===== config.mk =====
export PLATFORM = sky130hd
export DESIGN_NAME = char_lcd_refresh_controller
export DESIGN_NICKNAME = d
export VERILOG_FILES = /design/src/rtl/lcdr_pkg.sv /design/src/rtl/lcdr_frame_store.sv /design/src/rtl/char_lcd_refresh_controller.sv
export SDC_FILE = /design/constraint.sdc
export NUM_CORES = 1
export LEC_CHECK = 0
export BUFFER_PORTS_ARGS = -buffer_cell sky130_fd_sc_hd__buf_4
export CAP_MARGIN = 10
export CORE_MARGIN = 5
export CORE_UTILIZATION = 60
export DETAILED_ROUTE_END_ITERATION = 8
export GPL_TIMING_DRIVEN = 0
export PLACE_DENSITY = 0.77
export SYNTH_ARGS = -nofsm -noshare
export SYNTH_HDL_FRONTEND = slang
export SYNTH_SLANG_ARGS = --single-unit

===== constraint.sdc =====
create_clock -name clk -period 4.51 [get_ports clk]
set_input_delay 0 -clock clk [delete_from_list [all_inputs] [get_ports clk]]
set_output_delay 0 -clock clk [all_outputs]
set_load 0.005 [all_outputs]

===== src/rtl/lcdr_pkg.sv =====
// ----------------------------------------------------------------------------
// lcdr_pkg: shared types and constants for the character LCD refresh controller
// Action codes, sequencer step codes, the control store, the init program
// and the Cyrillic glyph table.
// ----------------------------------------------------------------------------
`default_nettype none

package lcdr_pkg;

  localparam logic [7:0] SPACE_CHAR   = 8'h20;
  localparam logic [7:0] LINE0_CMD    = 8'h80;
  localparam logic [7:0] LINE1_CMD    = 8'hC0;
  localparam logic [7:0] CYR_FIRST    = 8'hC0;
  localparam logic [5:0] POWERUP_WAIT = 6'd50;
  localparam logic [5:0] NIBBLE_WAIT  = 6'd10;
  localparam logic [5:0] CLEAR_WAIT   = 6'd2;

  typedef enum logic [2:0] {
    ACT_TICK       = 3'd0,
    ACT_PUT_CHAR   = 3'd1,
    ACT_SET_POS    = 3'd2,
    ACT_CLEAR      = 3'd3,
    ACT_REFRESH    = 3'd4,
    ACT_START_INIT = 3'd5
  } action_t;

  typedef enum logic [1:0] {
    MODE_IDLE   = 2'd0,
    MODE_INIT   = 2'd1,
    MODE_PRINT  = 2'd2,
    MODE_NEWROW = 2'd3
  } mode_t;

  // Sequencer step addresses
  typedef enum logic [2:0] {
    U_IDLE    = 3'd0,
    U_STATUS  = 3'd1,
    U_CHAR_HI = 3'd2,
    U_CHAR_LO = 3'd3,
    U_CMD_HI  = 3'd4,
    U_CMD_LO  = 3'd5
  } upc_t;

  typedef enum logic [1:0] {
    SRC_STATUS = 2'd0,
    SRC_CHAR   = 2'd1,
    SRC_CMD    = 2'd2
  } src_t;

  // JMP_SINGLE ends the run after one nibble when the command is a single nibble
  typedef enum logic [1:0] {
    JMP_NEXT   = 2'd0,
    JMP_DONE   = 2'd1,
    JMP_SINGLE = 2'd2
  } jump_t;

  typedef struct packed {
    logic  emit;
    logic  lcd_wr;
    logic  rs_data;
    src_t  src;
    logic  half_lo;
    jump_t jump;
    upc_t  next;
  } ucode_t;

  typedef enum logic [2:0] {
    INIT_DELAY   = 3'd0,
    INIT_CMD1    = 3'd1,
    INIT_BYTE    = 3'd2,
    INIT_FINISH  = 3'd3,
    INIT_RESTART = 3'd4
  } init_kind_t;

  typedef struct packed {
    init_kind_t  kind;
    logic [7:0]  value;
    logic [5:0]  wait_load;
    logic [3:0]  step_next;
  } init_word_t;

  localparam logic [7:0] CYR_MAP [0:63] = '{
    8'h41, 8'hA0, 8'h42, 8'hA1, 8'hE0, 8'h45, 8'hA3, 8'hA4,
    8'hA5, 8'hA6, 8'h4B, 8'hA7, 8'h4D, 8'h48, 8'h4F, 8'hA8,
    8'h50, 8'h43, 8'h54, 8'hA9, 8'hAA, 8'h58, 8'hE1, 8'hAB,
    8'hAC, 8'hE2, 8'hAD, 8'hAE, 8'hAD, 8'hAF, 8'hB0, 8'hB1,
    8'h61, 8'hB2, 8'hB3, 8'hB4, 8'hE3, 8'h65, 8'hB6, 8'hB7,
    8'hB8, 8'hB9, 8'hBA, 8'hBB, 8'hBC, 8'hBD, 8'h6F, 8'hBE,
    8'h70, 8'h63, 8'hBF, 8'h79, 8'hE4, 8'h78, 8'hE5, 8'hC0,
    8'hC1, 8'hE6, 8'hC2, 8'hC3, 8'hC4, 8'hC5, 8'hC6, 8'hC7
  };

  // Control store: one word per sequencer step
  function automatic ucode_t ucode_word(input upc_t pc);
    ucode_t w;
    w = '{emit: 1'b0, lcd_wr: 1'b0, rs_data: 1'b0, src: SRC_STATUS,
          half_lo: 1'b0, jump: JMP_DONE, next: U_IDLE};
    unique case (pc)
      U_IDLE: begin
      end
      U_STATUS: begin
        w.emit = 1'b1;
      end
      U_CHAR_HI: begin
        w = '{emit: 1'b1, lcd_wr: 1'b1, rs_data: 1'b1, src: SRC_CHAR,
              half_lo: 1'b0, jump: JMP_NEXT, next: U_CHAR_LO};
      end
      U_CHAR_LO: begin
        w = '{emit: 1'b1, lcd_wr: 1'b1, rs_data: 1'b1, src: SRC_CHAR,
              half_lo: 1'b1, jump: JMP_DONE, next: U_IDLE};
      end
      U_CMD_HI: begin
        w = '{emit: 1'b1, lcd_wr: 1'b1, rs_data: 1'b0, src: SRC_CMD,
              half_lo: 1'b0, jump: JMP_SINGLE, next: U_CMD_LO};
      end
      U_CMD_LO: begin
        w = '{emit: 1'b1, lcd_wr: 1'b1, rs_data: 1'b0, src: SRC_CMD,
              half_lo: 1'b1, jump: JMP_DONE, next: U_IDLE};
      end
      default: begin
      end
    endcase
    return w;
  endfunction

  // Power-up program of the panel, one entry per init step
  function automatic init_word_t init_word(input logic [3:0] step);
    init_word_t w;
    w = '{kind: INIT_RESTART, value: 8'h00, wait_load: 6'd0, step_next: 4'd0};
    unique case (step)
      4'd0: w = '{kind: INIT_DELAY, value: 8'h00, wait_load: POWERUP_WAIT,
                  step_next: 4'd1};
      4'd1, 4'd2, 4'd3:
            w = '{kind: INIT_CMD1, value: 8'h03, wait_load: NIBBLE_WAIT,
                  step_next: step + 4'd1};
      4'd4: w = '{kind: INIT_CMD1, value: 8'h02, wait_load: 6'd0, step_next: 4'd5};
      4'd5: w = '{kind: INIT_BYTE, value: 8'h28, wait_load: 6'd0, step_next: 4'd6};
      4'd6: w = '{kind: INIT_BYTE, value: 8'h06, wait_load: 6'd0, step_next: 4'd7};
      4'd7: w = '{kind: INIT_BYTE, value: 8'h0C, wait_load: 6'd0, step_next: 4'd8};
      4'd8: w = '{kind: INIT_BYTE, value: 8'h01, wait_load: CLEAR_WAIT,
                  step_next: 4'd9};
      4'd9: w = '{kind: INIT_FINISH, value: 8'h00, wait_load: 6'd0, step_next: 4'd0};
      default: begin
      end
    endcase
    return w;
  endfunction

endpackage

`default_nettype wire


===== src/rtl/lcdr_frame_store.sv =====
// ----------------------------------------------------------------------------
// lcdr_frame_store: character frame memory
// One write port, one registered read port, and a valid bit per entry so a
// clear is a flag reset; an entry never written since a clear reads as space.
// ----------------------------------------------------------------------------
`default_nettype none

module lcdr_frame_store #(
  parameter int DEPTH = 32
) (
  input  wire logic                       clk,
  input  wire logic                       rst,
  input  wire logic                       clear_all,
  input  wire logic                       wr_en,
  input  wire logic [$clog2(DEPTH)-1:0]   wr_addr,
  input  wire logic [7:0]                 wr_data,
  input  wire logic                       rd_en,
  input  wire logic [$clog2(DEPTH)-1:0]   rd_addr,
  output logic      [7:0]                 rd_data
);
  import lcdr_pkg::*;

  logic [7:0]       mem [DEPTH];
  logic [DEPTH-1:0] valid;
  logic [7:0]       rd_q;
  logic             rd_ok;

  always_ff @(posedge clk) begin
    if (wr_en) begin
      mem[wr_addr] <= wr_data;
    end
    if (rd_en) begin
      rd_q <= mem[rd_addr];
    end
  end

  always_ff @(posedge clk) begin
    if (rst || clear_all) begin
      valid <= '0;
    end else if (wr_en) begin
      valid[wr_addr] <= 1'b1;
    end
  end

  // Hold the valid flag with the read data until the next read
  always_ff @(posedge clk) begin
    if (rst) begin
      rd_ok <= 1'b0;
    end else if (rd_en) begin
      rd_ok <= valid[rd_addr];
    end
  end

  assign rd_data = rd_ok ? rd_q : SPACE_CHAR;

endmodule

`default_nettype wire


===== src/rtl/char_lcd_refresh_controller.sv =====
// ----------------------------------------------------------------------------
// char_lcd_refresh_controller: frame buffer and refresh engine for a
// character LCD on a 4-bit nibble bus
// Stores characters, tracks a write position and, on each tick out of idle,
// steps the power-up program, prints one character or moves to the next row.
// ----------------------------------------------------------------------------
//
//  channel  | handshake                 | payload
//  ---------+---------------------------+----------------------------------
//  item in  | start, busy (taken when   | action, char_code, row, col
//           | start=1 and busy=0)       |
//  result   | strobe (one cycle, no     | is_lcd_write, reg_select, nibble,
//           | back-pressure)            | position, position_ok, last
//
//  Results: an item that yields one result (any non-tick item, or a single
//  init nibble) ends with it; a tick that writes a full byte gives one
//  result per nibble. A tick with no bus activity returns no result and
//  keeps busy low. The sequencer issues one nibble per step.
//  A new item may be taken in the cycle that shows the last result.
//  Reset: rst (synchronous) empties the frame store via its valid bits,
//  idles the sequencer and clears the position; no clearing pass.
//  The receiver cannot stall; each result is shown for exactly one cycle.
//
`default_nettype none

module char_lcd_refresh_controller #(
  parameter int COLUMNS = 16,
  parameter int ROWS    = 2,
  parameter int CHARS   = 32
) (
  input  wire logic       clk,
  input  wire logic       rst,
  input  wire logic       start,
  output logic            busy,
  input  wire logic [2:0] action,
  input  wire logic [7:0] char_code,
  input  wire logic [3:0] row,
  input  wire logic [5:0] col,
  output logic            strobe,
  output logic            is_lcd_write,
  output logic            reg_select,
  output logic [3:0]      nibble,
  output logic [5:0]      position,
  output logic            position_ok,
  output logic            last
);
  import lcdr_pkg::*;

  localparam int POS_W  = $clog2(CHARS + 1);
  localparam int ADDR_W = $clog2(CHARS);
  localparam int COL_W  = $clog2(COLUMNS);
  localparam int ROW_W  = $clog2(CHARS / COLUMNS + 2);
  localparam int MUL_W  = 12;

  localparam logic [7:0] LINE2_CMD = 8'(int'(LINE0_CMD) + COLUMNS);
  localparam logic [7:0] LINE3_CMD = 8'(int'(LINE1_CMD) + COLUMNS);

  // Architectural state
  mode_t             mode, mode_next;
  logic [POS_W-1:0]  write_position, write_position_next;
  logic [POS_W-1:0]  scan_index, scan_index_next;
  logic [COL_W-1:0]  scan_col, scan_col_next;
  logic [ROW_W-1:0]  scan_row, scan_row_next;
  logic [3:0]        init_step, init_step_next;
  logic [5:0]        wait_count, wait_count_next;

  // Sequencer and its operand registers
  upc_t              upc, upc_next, entry;
  logic [7:0]        cmd_byte, cmd_byte_next;
  logic              cmd_single, cmd_single_next;
  logic              pos_ok, pos_ok_next;

  // Frame store access
  logic              fs_clear, fs_wr, fs_rd;
  logic [7:0]        fs_wr_data, fs_rd_data;

  logic              accept;
  logic              step_done;
  ucode_t            cw;
  init_word_t        iw;
  logic [7:0]        mapped_code;
  logic [MUL_W-1:0]  pos_calc;
  logic              col_wrap;
  logic [7:0]        out_byte;
  logic              use_lo;

  assign accept = start && !busy;
  assign cw     = ucode_word(upc);
  assign iw     = init_word(init_step);

  // Cyrillic codes go through the glyph table
  assign mapped_code = (char_code >= CYR_FIRST) ? CYR_MAP[char_code[5:0]] : char_code;

  // Linear address of a one-based row and column
  assign pos_calc = (MUL_W'(row) - MUL_W'(1)) * MUL_W'(COLUMNS)
                  + MUL_W'(col) - MUL_W'(1);

  assign col_wrap = (int'(scan_col) == COLUMNS - 1);

  lcdr_frame_store #(
    .DEPTH (CHARS)
  ) u_store (
    .clk       (clk),
    .rst       (rst),
    .clear_all (fs_clear),
    .wr_en     (fs_wr),
    .wr_addr   (write_position[ADDR_W-1:0]),
    .wr_data   (fs_wr_data),
    .rd_en     (fs_rd),
    .rd_addr   (scan_index[ADDR_W-1:0]),
    .rd_data   (fs_rd_data)
  );

  // Datapath: all state updates of an item land at its acceptance edge;
  // the sequencer then only plays back the bus nibbles.
  always_comb begin
    mode_next           = mode;
    write_position_next = write_position;
    scan_index_next     = scan_index;
    scan_col_next       = scan_col;
    scan_row_next       = scan_row;
    init_step_next      = init_step;
    wait_count_next     = wait_count;
    cmd_byte_next       = cmd_byte;
    cmd_single_next     = cmd_single;
    pos_ok_next         = pos_ok;
    entry               = U_IDLE;
    fs_clear            = 1'b0;
    fs_wr               = 1'b0;
    fs_rd               = 1'b0;
    fs_wr_data          = mapped_code;

    if (accept) begin
      pos_ok_next = 1'b1;
      entry       = U_STATUS;
      unique case (action)
        ACT_TICK: begin
          entry = U_IDLE;
          unique case (mode)
            MODE_PRINT: begin
              // Read the character under the scan pointer, then advance it
              fs_rd           = (int'(scan_index) < CHARS);
              scan_index_next = scan_index + POS_W'(1);
              scan_col_next   = col_wrap ? '0 : scan_col + COL_W'(1);
              scan_row_next   = col_wrap ? scan_row + ROW_W'(1) : scan_row;
              if (col_wrap || int'(scan_index) + 1 >= CHARS) begin
                mode_next = MODE_NEWROW;
              end
              entry = U_CHAR_HI;
            end
            MODE_NEWROW: begin
              mode_next       = MODE_PRINT;
              cmd_single_next = 1'b0;
              entry           = U_CMD_HI;
              if (int'(scan_row) >= ROWS || int'(scan_index) >= CHARS) begin
                // Past the last row: home the cursor and drop to idle
                cmd_byte_next   = LINE0_CMD;
                scan_index_next = '0;
                scan_col_next   = '0;
                scan_row_next   = '0;
                mode_next       = MODE_IDLE;
              end else if (int'(scan_row) == 1) begin
                cmd_byte_next = LINE1_CMD;
              end else if (int'(scan_row) == 2) begin
                cmd_byte_next = LINE2_CMD;
              end else if (int'(scan_row) == 3) begin
                cmd_byte_next = LINE3_CMD;
              end else begin
                cmd_byte_next = LINE0_CMD;
              end
            end
            MODE_INIT: begin
              if (wait_count != 6'd0) begin
                wait_count_next = wait_count - 6'd1;
              end else begin
                wait_count_next = iw.wait_load;
                init_step_next  = iw.step_next;
                case (iw.kind)
                  INIT_CMD1, INIT_BYTE: begin
                    cmd_byte_next   = iw.value;
                    cmd_single_next = (iw.kind == INIT_CMD1);
                    entry           = U_CMD_HI;
                  end
                  INIT_FINISH: begin
                    scan_index_next = '0;
                    scan_col_next   = '0;
                    scan_row_next   = '0;
                    mode_next       = MODE_PRINT;
                  end
                  default: begin
                  end
                endcase
              end
            end
            default: begin
            end
          endcase
        end
        ACT_PUT_CHAR: begin
          // Drop zero bytes and anything past a full store
          if (int'(write_position) < CHARS && mapped_code != 8'h00) begin
            fs_wr               = 1'b1;
            write_position_next = write_position + POS_W'(1);
          end
        end
        ACT_SET_POS: begin
          if (row == 4'd0 || col == 6'd0 || pos_calc >= MUL_W'(CHARS)) begin
            pos_ok_next = 1'b0;
          end else begin
            write_position_next = POS_W'(pos_calc);
          end
        end
        ACT_CLEAR: begin
          fs_clear = 1'b1;
        end
        ACT_REFRESH: begin
          if (mode == MODE_IDLE) begin
            mode_next = MODE_PRINT;
          end
        end
        ACT_START_INIT: begin
          fs_clear            = 1'b1;
          write_position_next = '0;
          mode_next           = MODE_INIT;
        end
        default: begin
        end
      endcase
    end
  end

  // Sequencer: done or one-nibble single jumps end the run, else follow the word
  assign step_done = (cw.jump == JMP_DONE) || (cw.jump == JMP_SINGLE && cmd_single);

  always_comb begin
    if (accept) begin
      upc_next = entry;
    end else if (upc == U_IDLE || step_done) begin
      upc_next = U_IDLE;
    end else begin
      upc_next = cw.next;
    end
  end

  // Result ports follow the control word of the current step
  always_comb begin
    use_lo       = cw.half_lo || (cw.jump == JMP_SINGLE && cmd_single);
    out_byte     = (cw.src == SRC_CHAR) ? fs_rd_data : cmd_byte;
    strobe       = cw.emit;
    is_lcd_write = cw.lcd_wr;
    reg_select   = cw.rs_data;
    nibble       = 4'd0;
    if (cw.src != SRC_STATUS) begin
      nibble = use_lo ? out_byte[3:0] : out_byte[7:4];
    end
    position     = 6'(write_position);
    position_ok  = (cw.src == SRC_STATUS) ? pos_ok : 1'b1;
    last         = cw.emit && step_done;
    busy         = (upc != U_IDLE) && !step_done;
  end

  always_ff @(posedge clk) begin
    if (rst) begin
      mode           <= MODE_IDLE;
      write_position <= '0;
      scan_index     <= '0;
      scan_col       <= '0;
      scan_row       <= '0;
      init_step      <= 4'd0;
      wait_count     <= 6'd0;
      upc            <= U_IDLE;
      cmd_single     <= 1'b0;
      pos_ok         <= 1'b1;
    end else begin
      mode           <= mode_next;
      write_position <= write_position_next;
      scan_index     <= scan_index_next;
      scan_col       <= scan_col_next;
      scan_row       <= scan_row_next;
      init_step      <= init_step_next;
      wait_count     <= wait_count_next;
      upc            <= upc_next;
      cmd_single     <= cmd_single_next;
      pos_ok         <= pos_ok_next;
    end
  end

  // Payload register: no reset needed
  always_ff @(posedge clk) begin
    cmd_byte <= cmd_byte_next;
  end

endmodule

`default_nettype wire


======== Word-level counts from Yosys, hierarchy flattened ========
Memories as Yosys holds them, arrays and structs flattened. A register that Yosys moved wholly into a read port is not among the register bits.
Cells that the tools add are included.
cells by class
  add/subtract/negate cells ............... 10
  magnitude comparators ................... 11
  equality and inequality tests ........... 44
  muxes and demuxes ....................... 68
  bitwise gates (word level) .............. 3
  reduce and logical (&&, ||, !) cells .... 42
operators with widths
  operator                                               number
  case mux 21 bit (8 select lines)                       1
  2-to-1 mux 8 bit                                       7
  case mux 10 bit (4 select lines)                       1
  2-to-1 mux 6 bit                                       6
  case mux 6 bit (3 select lines)                        2
  bitwise OR 32 bit                                      1
  2-to-1 mux 7 bit                                       4
  2-to-1 mux 4 bit                                       6
  equality test 3 x 2 -> 1 bit (second input constant)   6
  2-to-1 mux 1 bit                                       18
  2-to-1 mux 2 bit                                       9
  case mux 2 bit (3 select lines)                        3
  equality test 4 x 3 -> 1 bit (second input constant)   4
  case mux 8 bit (2 select lines)                        1
  2-to-1 mux 3 bit                                       5
  != test 2 bit (second input constant)                  7
  AND reduction 7 bit                                    2
  adder 6 x 1 -> 6 bit (second input constant)           2
  equality test 3 bit (second input constant)            4
  >= comparator 12 x 6 -> 1 bit (second input constant)  1
  < comparator 5 x 6 -> 1 bit (second input constant)    2
  < comparator 6 bit (second input constant)             2
  case mux 4 bit (3 select lines)                        1
  nonzero test 3 bit                                     4
  46 further kinds                                       79
storage, ports and cells
  register bits after elaboration ......... 76
  bits in writable memories ............... 256
  memory bits (read-only) ................. 512
  input bits .............................. 24
  output and inout bits ................... 16
  word-level logic and storage cells ...... 193
  memories ................................ 2
memories
  name             words  width  read ports  clocked after memory_dff  wr ports  RTL line                           text
  (no name shown)  64     8      1           0                         0         char_lcd_refresh_controller.sv:92  assign mapped_code = (char_code >= CYR_FIRST) ? CYR_MAP[char_code[5:0]] : char_code;
  u_store.mem      32     8      1           1                         1         lcdr_frame_store.sv:23             logic [7:0] mem [DEPTH];

======== Longest topological paths before layout ========
Gate-level depths: netlist (run 1).
  depth in word-level cells ............... 12
  mapped depth ............................ 13
  depth with buffers taken out ............ 13

======== Hierarchy ========
A second synthesis (run 1) with hierarchy kept.
second synthesis, totals
  cell total of the unflattened synthesis .. 1100
  area total of the unflattened synthesis .. 15606.2 um2
by module, submodules not included
  module                       times used  cells each  area each (um2)  sequential area each (um2)
  lcdr_frame_store             1           539         11419.7          8588.2
  char_lcd_refresh_controller  1           561         4186.5           940.9

======== Worst setup path after synthesis (run 1) ========
Ideal clock, no wire load.
  path kind ............................... input to register
  start point ............................. in char_code[0]
  end point ............................... mem u_store.mem[10][0], enable pin
  setup time .............................. 402 ps
  arrival ................................. 3425 ps
  required time ........................... 4108 ps
  setup slack ............................. 683 ps
  stages .................................. 11
  path buffers ............................ 2
  cells stage by stage .................... clkbuf_1 -> inv_1 -> ha_1 -> nand2b_1 -> a32o_1 -> o211ai_1 -> o311a_1 -> a221o_1 -> nor4_4 -> buf_4 -> nor4b_1
between the ends
  cells in the longest elaborated chain, start to end .. 12
  elaborated cells between the ends (all ways) .. 13
  classes of those cells .................. 1 x order compare; 8 x mux; 1 x bitwise; 2 x reduce/logical; 1 x memory
RTL lines
  element                                               RTL line                            text
  start: declaration                                    char_lcd_refresh_controller.sv:36   input wire logic [7:0] char_code,
  NOT 6 -> 7 bit (not written as such)                  char_lcd_refresh_controller.sv:92
  memory (64 x 8 bit)                                   n/a
  2-to-1 mux 8 bit (not written as such) (2 in series)  char_lcd_refresh_controller.sv:92
  2-to-1 mux 8 bit (*)                                  char_lcd_refresh_controller.sv:92
  named net fs_wr_data[6]                               char_lcd_refresh_controller.sv:75   logic [7:0] fs_wr_data, fs_rd_data;
  nonzero test 8 bit (*)                                char_lcd_refresh_controller.sv:201  if (int'(write_position) < CHARS && mapped_code != 8'h00) begin
  logical AND 1 bit (*)                                 char_lcd_refresh_controller.sv:201
  2-to-1 mux 1 bit (*)                                  char_lcd_refresh_controller.sv:201
  2-to-1 mux 1 bit (*)                                  char_lcd_refresh_controller.sv:136  unique case (action)
  2-to-1 mux 1 bit (*)                                  char_lcd_refresh_controller.sv:133  if (accept) begin
  2-to-1 mux 1 bit (*)                                  lcdr_frame_store.sv:29              if (wr_en) begin
  2-to-1 mux 1 bit (not written as such) (*)            lcdr_frame_store.sv:30              mem[wr_addr] <= wr_data;
  end: declaration                                      lcdr_frame_store.sv:23
The timed path passes the listed nets; every way through them passes the cells marked *. The select of a mux whose other input is x is not followed.

======== Worst setup path in the final report (run 1) ========
  start point ............................. in char_code[0]
  end point ............................... mem u_store.mem[16][1], enable pin
Same word-level chain as after synthesis.

==> results of run 1 <==
[cell type report]
| type | instances | area, µm² | area share |
|---|---|---|---|
| well taps | 335 | 419 | 0.0235 |
| clock inverters | 15 | 136 | 0.00763 |
| inverters | 34 | 128 | 0.00714 |
| repair buffers | 48 | 428 | 0.0239 |
| flip-flops and latches | 340 | 9530 | 0.533 |
| multi-input cells | 672 | 5930 | 0.332 |
| clock buffers | 49 | 1000 | 0.0560 |
| plain buffers | 72 | 303 | 0.0169 |
[registers in the layout, indices dropped and copies added (netlist names)]
signal	cells
scan_row	2
position	6
scan_index	6
upc	3
scan_col	4
init_step	4
u_store.rd_q	8
wait_count	6
mode	2
cmd_byte	8
cmd_single	1
u_store.rd_ok	1
u_store.mem	256
u_store.valid	32
pos_ok	1
[power by group through the flow]
stage | registers, mW | clock network [mW] | logic (mW)
floorplan | 3.50 | 0 | 0.269
global placement | 3.51 | 0 | 0.401
detailed placement | 3.50 | 0 | 0.420
CTS | 3.44 | 2.86 | 0.426
global route | 3.43 | 3.00 | 0.481
finish | 3.43 | 2.83 | 0.443
[worst paths after layout]
kind	slack, ns	cells past startpoint	from	endpoint
min	0.02	4	start	pos_ok
max	0.25	12	char_code[0]	u_store.mem[16][1]
max reg2reg	0.70	8	upc[1]	u_store.mem[16][1]
min reg2reg	0.46	1	u_store.valid[18]	u_store.valid[18]
[routing by layer]
layer | wire, µm | track usage | vias up | share of wire
met4 | 884 | 0.0663 | 0 | 0.024
li1 | - | - | 4549 | -
met5 | 0 | 0 | - | 0
met2 | 18900 | 0.438 | 394 | 0.51
met3 | 2410 | 0.0377 | 59 | 0.065
met1 | 14800 | 0.350 | 5054 | 0.40
[worst max-delay path: stages]
cell and delay [ns]:
buf_4 0.13, clkbuf_1 0.43, inv_1 0.24, ha_1 0.44
nand2b_1 0.10, a32o_1 0.21, o211ai_1 0.18, o311a_1 1.05
a221o_1 0.38, nor4_4 0.10, buf_4 0.19, nor2_1 0.90
[synth_stat cells (9+ instances only)]
master    instances
a211oi_1         14
o21ai_0          41
mux4_2           90
buf_2            11
mux2_2            9
o21a_1           37
nor2b_1          17
clkbuf_1         44
nor3b_1          16
nand2_1          45
nand2b_1         19
nor2_1           82
inv_1            34
a21oi_1          47
ha_1             40
nand3_1          44
buf_1            12
and3_1            9
nor3_1           17
mux2i_1          11
dfxtp_1          68
edfxtp_1        272
[per-stage QoR]
step | cell area, µm² | total power, mW | utilization | hold WS [ns] | setup TNS (ns)
after floorplan | 15800 | 3.77 | - | 0.230 | 0
after global placement | 16500 | 3.91 | 0.635 | 0.421 | -84.99
after detailed placement | 16600 | 3.92 | 0.641 | 0.430 | -16.57
after CTS | 17800 | 6.72 | 0.686 | 0.0180 | 0
after global routing | 17900 | 6.92 | 0.688 | 0.0685 | 0
final | 17900 | 6.70 | 0.688 | 0.0215 | 0
[logic make-up (layout without fill, tap and decap cells)]
| logic type | after synthesis | in the layout | share of synthesized area |
|---|---|---|---|
| DFF | 340 | 340 | 0.602 |
| and+or+nand+nor | 294 | 294 | 0.0964 |
| AOI/OAI and AO/OA | 217 | 217 | 0.0940 |
| muxes | 110 | 110 | 0.142 |
| buffers and inverters | 106 | 218 | 0.0272 |
| adders and majority gates | 41 | 41 | 0.0329 |
| xor gates and xnor gates | 10 | 10 | 0.00554 |
[timing repair]
| action | in CTS | in global routing |
|---|---|---|
| resized for setup | 0 | 0 |
| hold buffers | 3 | 0 |
| hold endpoints to repair | 4 | 0 |
| setup buffers | 0 | 0 |
==> impl_metrics.json, run 1 <==
{
  "drive_gt1_frac": 0.195,
  "seqPwrFrac": 0.512,
  "std_cell_rows": 59,
  "fp.dieArea_um2": 29700,
  "viasPerCell": 6.43,
  "max_slew.worst_pin.slew_ns": 1.28,
  "routed_wl_mm": 37.0,
  "start_util": 0.609,
  "pwr-share-comb": 0.066,
  "nNetsFinal": 1268,
  "switching_share": 0.222,
  "drtIter0Drc": 1143,
  "grt_pass1_vias": 9918,
  "period_share": 0.945,
  "io_pins": 40,
  "post-place-cells": 1496,
  "critical_path_class": "input pin to flop",
  "arrival_ns": 4.39,
  "port_buffers": 35,
  "pre_cts_ws_ns": -0.228,
  "cts_sinks": 340,
  "critical_path.max_fanout": 33,
  "grt_pass1_wl_mm": 57.6,
  "antenna_found_initial": 0,
  "cts_root_buf": "clkbuf_16",
  "finalHoldViolCount": 0,
  "ir_drop_v": 0.000408,
  "synthArstFlopShare": 0,
  "grt_max_degree": 35,
  "p_leak_nw": 5.96,
  "synth_cell_types": 75,
  "synthToLayoutAreaGrowth_pct": 13.0,
  "final-setup-viol-count": 0,
  "slew_violations": 0,
  "first_pass_iters": 6,
  "place_congestion": 0.941,
  "slew_headroom": 0.147,
  "yosys.area.top_type_share": 0.516,
  "worst_setup_path_start_kind": "input pin",
  "yosysWarningCount": 0,
  "cp.required_ns": 4.64,
  "power_frac_clock": 0.422,
  "layout_common_cells": "edfxtp_1 (272), mux4_2 (90), nor2_1 (82), dfxtp_1 (68), clkbuf_1 (53)",
  "clockBufferDepth": 3,
  "synth_ff_type": "edfxtp_1",
  "maxCapViolCount": 0,
  "end_kind": "flop",
  "netlist_instances": 1118,
  "num_antenna_cells": 0,
  "overflow": 0,
  "p_switching_mw": 1.49,
  "p_int_mw": 5.22,
  "finalNonFillerCells": 1565,
  "synth_top_area_cell": "edfxtp_1",
  "track_usage": 0.256,
  "htree_levels": 2,
  "period_minus_slack_ns": 4.26,
  "power.density_nw_per_um2": 375,
  "max_freq_mhz": 235,
  "routedWlPerCell_um": 23.6,
  "hpwl_mm": 24.8,
  "fin_skew_ns": 0.0185,
  "die_x_um": 172,
  "core_um2": 26000,
  "clk_latency_ns": 0.52,
  "ys_seq_area_frac": 0.602,
  "cts_tree": "done",
  "fillCellCount": 1755,
  "cts_buffers": 35,
  "synth-seq-cells": 340,
  "synth_edf_count": 272,
  "drcViolationCount": 0,
  "drtAntennaViolNets": 0,
  "syn_area_um2": 15800,
  "vias": 10100,
  "avgSynthCellArea_um2": 14.1,
  "worst_slack_ns": 0.250,
  "status": "finished, final reports clean",
  "final_common_cell": "edfxtp_1",
  "cts.clk_slew.worst_paths_ns": 0.06,
  "die_h_um": 172,
  "rsz0062_at_grt": "false",
  "synth_nets": 1183,
  "holdCritPathClass": "input pin to flop",
  "synth_area_leaders": "edfxtp_1 (52%), mux4_2 (13%), dfxtp_1 (8.6%)"
}
No activity file was read; power rests on OpenSTA's default activity.
==> run 2: changes to the inputs <==
CORE_ASPECT_RATIO = 2   (was default)
PLACE_DENSITY = 0.79   (was 0.77)
==> impl_metrics.json, run 2 (same netlist as run 1, synthesis figures left out) <==
{
  "synthToLayoutAreaGrowth_pct": 11.4,
  "seqPwrFrac": 0.547,
  "stdcell_area_um2": 17600,
  "die_h_um": 240,
  "end_kind": "flop",
  "final_common_cell": "edfxtp_1",
  "start_util": 0.604,
  "max_freq_mhz": 234,
  "wl_met3_mm": 2.03,
  "holdCritPathClass": "input pin to flop",
  "critical_path.startpoint": "char_code[0]",
  "worst-path-stages": 12,
  "reg2regPathDepth": 8,
  "slew_violations": 0,
  "port_buffers": 35,
  "cts_setup_buffers": 0,
  "largest_register_ffs": 256,
  "cts_tree": "done",
  "power.density_nw_per_um2": 356,
  "drcViolationCount": 0,
  "regMostFlops": "u_store.mem",
  "cp-endpoint": "u_store.mem[19][7]",
  "drt-met1-wl_mm": 13.0,
  "rsz0062_at_grt": "false",
  "grt_pass1_vias": 10500,
  "arrival_ns": 4.46,
  "overflow": 0,
  "fillCellCount": 1791,
  "cts_buffers": 27,
  "grt_pass1_wl_mm": 61.7,
  "worst_setup_path_start_kind": "input pin",
  "slew_headroom": 0.0877,
  "viasPerCell": 6.56,
  "p_int_mw": 4.87,
  "cts_sinks": 340,
  "critical-path-top-delay-family": "compound AO/OA/AOI/OAI gates",
  "status": "finished, final reports clean",
  "fin_skew_ns": 0.0229,
  "final_core_util": 0.673,
  "multiInputGateArea_um2": 5920,
  "p_leak_nw": 5.83,
  "final-setup-viol-count": 0,
  "period_minus_slack_ns": 4.28,
  "power_mw": 6.27,
  "io_pins": 40,
  "rr_endpoint": "u_store.mem[19][7]",
  "finalHoldViolCount": 0,
  "core_um2": 26200,
  "nNetsFinal": 1264,
  "place_congestion": 0.952,
  "fin_hold_ws_ns": 0.0467,
  "max_slew.worst_pin.slew_ns": 1.36,
  "critical_path.max_fanout": 33,
  "drtAntennaViolNets": 0,
  "routedWlPerCell_um": 26.1,
  "cp_common_cell": "buf_4",
  "cts.clk_slew.worst_paths_ns": 0.07,
  "p_switching_mw": 1.41,
  "first_pass_iters": 5,
  "vias": 10200,
  "rr_startpoint": "upc[1]",
  "num_antenna_cells": 0,
  "fp.dieArea_um2": 29900,
  "track_usage": 0.274,
  "grt_max_degree": 35,
  "drive_gt1_frac": 0.188,
  "switching_share": 0.224,
  "path_buf_inv": 4,
  "std_cell_rows": 84,
  "period_share": 0.949,
  "critPathSlowestCell": "nor2_1",
  "clk_latency_ns": 0.57,
  "power_frac_clock": 0.383,
  "r2r_slack_ns": 0.34,
  "antenna_found_initial": 0,
  "routed_wl_mm": 40.7,
  "cp.required_ns": 4.69,
  "htree_levels": 1,
  "top_layer": "met4",
  "wl_met2_mm": 23.1,
  "drtIter0Drc": 841,
  "maxCapViolCount": 0,
  "hpwl_mm": 28.7,
  "setup_tns_ns": 0,
  "cts_root_buf": "clkbuf_16",
  "layout_common_cells": "edfxtp_1 (272), mux4_2 (90), nor2_1 (82), dfxtp_1 (68), clkbuf_1 (48)",
  "ir_drop_v": 0.000259,
  "pwr-share-comb": 0.069,
  "critical_path_class": "input pin to flop",
  "die_x_um": 125,
  "reg.largest.list": "u_store.mem: 256 flops, u_store.valid: 32 flops",
  "slowest_delay_ns": 1.02,
  "seqCellArea_um2": 9530,
  "clockBufferDepth": 3,
  "post_dp_cell_area_um2": 16700,
  "path_cells": "buf_4, clkbuf_1, inv_1, ha_1, nand2b_1, a32o_1, o211ai_1, o311a_2, a221o_1, nor4_4, buf_4, nor2_1"
}
==> run 2: changes by cell type in the layout (fill, tap and decap cells not counted), moves of 2 or more <==
cell,delta
clkbuf_16,-10
clkbuf_1,-5
clkinv_1,+4
clkinv_2,-4
inv_6,-4
buf_6,+3
buf_16,-2
bufinv_16,+2
clkbuf_8,-2
clkinv_4,+2
clkinv_8,-2
clkinvlp_4,+2
==> run 2: how the worst min path moves through the flow <==
stage / startpoint / end / slack [ns] / cells after the start
floorplan: action[0] / mode[1] / 0.23 / 3
global placement: position[3] / position[3] / 0.41 / 1
detailed placement: position[3] / position[3] / 0.42 / 1
CTS: col[1] / position[1] / 0.03 / 6
global route: char_code[6] / u_store.mem[11][5] / 0.08 / 3
finish: col[1] / position[1] / 0.05 / 6
==> run 2: worst reg2reg max path, cell delays in order, from the launching register on <==
cell	delay [ns]
dfxtp_1	0.33
clkbuf_1	0.20
o21bai_1	0.24
a211oi_2	0.44
o21ai_1	0.33
nor4_1	0.64
clkbuf_1	0.40
nand3_1	0.13
nor2_1	1.03
==> run 2: cell type report <==
cell class | count | area share
flip-flops and latches | 340 | 0.541
multi-input cells | 672 | 0.336
clock buffers | 32 | 0.0400
well taps | 344 | 0.0244
repair buffers | 52 | 0.0244
plain buffers | 72 | 0.0172
clock inverters | 16 | 0.0100
inverters | 34 | 0.00724
==> run 2: timing repair <==
action	in CTS	in global routing
setup endpoints to repair	45	0
hold buffers	4	0
endpoints found under the hold margin	10	0
resized for setup	1	0
==> run 2: power groups by stage <==
stage	sequential (mW)	clock [mW]	combinational [mW]
2_1_floorplan	3.50	0	0.269
3_3_place_gp	3.51	0	0.403
3_5_place_dp	3.50	0	0.426
4_1_cts	3.43	2.42	0.430
5_1_grt	3.43	2.56	0.475
6_report	3.43	2.41	0.436
==> run 2: stage by stage <==
step | worst slack [ns] | std cells
finish | 0.231 | 1562
global route | 0.182 | 1562
CTS | 0.305 | 1561
detailed placement | -0.713 | 1509
global placement | -1.73 | 1497
floorplan | 0.683 | 1118
==> run 2: metal layers <==
layer,vias to the layer above,global-route usage
li1,4515,-
met1,5135,0.277
met2,463,0.539
met3,128,0.0279
met4,0,0.154
met5,-,0
==> run 3: changes to the inputs <==
CORE_UTILIZATION = 41   (was 60)
PLACE_DENSITY = 0.58   (was 0.79)
RECOVER_POWER = 25   (was default)
==> impl_metrics.json, run 3 (same netlist as run 1, synthesis figures left out) <==
{
  "status": "complete, but fails checks",
  "violations": "max-capacitance violations, max-slew violations",
  "cts_root_buf": "clkbuf_16",
  "hpwl_mm": 30.2,
  "cts_setup_buffers": 0,
  "final_core_util": 0.470,
  "clockBufferDepth": 3,
  "power.density_nw_per_um2": 350,
  "drtIter0Drc": 527,
  "vias": 9840,
  "drtAntennaViolNets": 0,
  "drcViolationCount": 0,
  "final_common_cell": "edfxtp_1",
  "cts_buffers": 29,
  "reg.largest.list": "u_store.mem: 256 flops, u_store.valid: 32 flops",
  "cts_sinks": 340,
  "fp.dieArea_um2": 42800,
  "first_pass_iters": 5,
  "layout_common_cells": "edfxtp_1 (272), mux4_2 (90), nor2_1 (82), dfxtp_1 (68), clkbuf_1 (56)",
  "grt_pass1_vias": 10300,
  "fin_skew_ns": 0.0119,
  "rsz0062_at_grt": "false",
  "max_slew.worst_pin.slew_ns": 1.69,
  "regMostFlops": "u_store.mem",
  "htree_levels": 1,
  "nNetsFinal": 1270,
  "post-place-cells": 1683,
  "holdCritPathClass": "input pin to flop",
  "finalNonFillerCells": 1741,
  "arrival_ns": 4.40,
  "die_h_um": 288,
  "grt_pass1_wl_mm": 61.6,
  "cp.required_ns": 4.77,
  "overflow": 0,
  "grt_max_degree": 34,
  "slew_violations": 33,
  "largest_register_ffs": 256,
  "viasPerCell": 5.65,
  "critical_path.max_fanout": 33,
  "num_antenna_cells": 0,
  "synthToLayoutAreaGrowth_pct": 13.0,
  "cts_tree": "done",
  "maxCapViolCount": 1,
  "max_freq_mhz": 242,
  "cts.clk_slew.worst_paths_ns": 0.06,
  "place_congestion": 0.913,
  "slew_headroom": -0.130,
  "routed_wl_mm": 40.8,
  "die_x_um": 149,
  "period_share": 0.917,
  "io_pins": 40,
  "std_cell_rows": 101,
  "end_kind": "flop",
  "port_buffers": 35,
  "start_util": 0.416,
  "period_minus_slack_ns": 4.14,
  "final-setup-viol-count": 0,
  "clk_latency_ns": 0.56,
  "antenna_found_initial": 0,
  "track_usage": 0.191,
  "critical_path_class": "input pin to flop",
  "ir_drop_v": 0.000280,
  "drive_gt1_frac": 0.180,
  "core_um2": 38000,
  "routedWlPerCell_um": 23.4,
  "finalHoldViolCount": 0,
  "p_leak_nw": 5.82,
  "worst_setup_path_start_kind": "input pin"
}
## run 3: cell types whose count changed in the layout (fill, tap and decap cells not counted), sizes merged
| cell | before | now |
|---|---|---|
| clkbuf | 76 | 93 |
| bufinv | 3 | 2 |
| clkinv | 10 | 13 |
| clkinvlp | 2 | 0 |
| buf | 76 | 67 |
## run 3: stage by stage
stage	worst slack [ns]	cell area [µm²]	total power [mW]	TNS [ns]	hold slack [ns]
after floorplan	0.683	15800	3.77	0	0.230
final	0.373	17900	6.26	0	0.0361
after detailed placement	-0.722	17000	3.94	-106.65	0.411
after CTS	0.313	17900	6.32	0	0.0152
after global placement	-1.98	16700	3.92	-245.59	0.408
after global routing	0.143	17900	6.46	0	0.0617
## run 3: final timing paths
check	depth (start not counted)	slack (ns)	to	start
setup / recovery	13	0.37	u_store.mem[13][3]	char_code[1]
hold / removal	6	0.04	position[1]	col[1]
setup reg to reg	8	0.47	u_store.mem[13][3]	upc[1]
hold reg to reg	1	0.46	u_store.valid[2]	u_store.valid[2]
## run 3: power breakdown
| part | total (mW) | internal [mW] | switching [mW] |
|---|---|---|---|
| logic | 0.435 | 0.150 | 0.285 |
| clock network | 2.39 | 1.29 | 1.09 |
| registers | 3.43 | 3.42 | 0.0113 |
| total | 6.26 | 4.87 | 1.39 |
## run 3: cell type report
cell class              count  area, µm²
clock buffers              36        752
fillers                  3383      20200
repair buffers             56        465
inverters                  34        128
clock inverters            16        129
multi-input cells         672       5920
flip-flops and latches    340       9530
plain buffers              72        302
well taps                 515        644
## run 3: routing by layer
layer | wire length [µm] | global-route usage | share of wire | vias to the layer above
met5 | 0 | 0 | 0 | -
met4 | 1800 | 0.0793 | 0.044 | 0
met3 | 1240 | 0.0164 | 0.030 | 63
met2 | 24300 | 0.398 | 0.60 | 220
met1 | 13400 | 0.185 | 0.33 | 5025
li1 | - | - | - | 4532
## run 3: worst max-delay path, cell delays in order
cell and delay, ns:
buf_4 0.13, clkbuf_1 0.45, inv_1 0.30, ha_1 0.52
nand2b_1 0.11, a32o_1 0.24, o211ai_1 0.21, o311a_2 0.67
a221o_1 0.37, nor4_4 0.10, buf_4 0.22, nor4_2 0.73
buf_4 0.31
## run 3: repair_timing
action | 4_1_cts | 5_1_grt
hold buffers | 4 | 0
hold endpoints to repair | 13 | 0
setup endpoints to repair | 31 | 0
resized for setup | 1 | 0
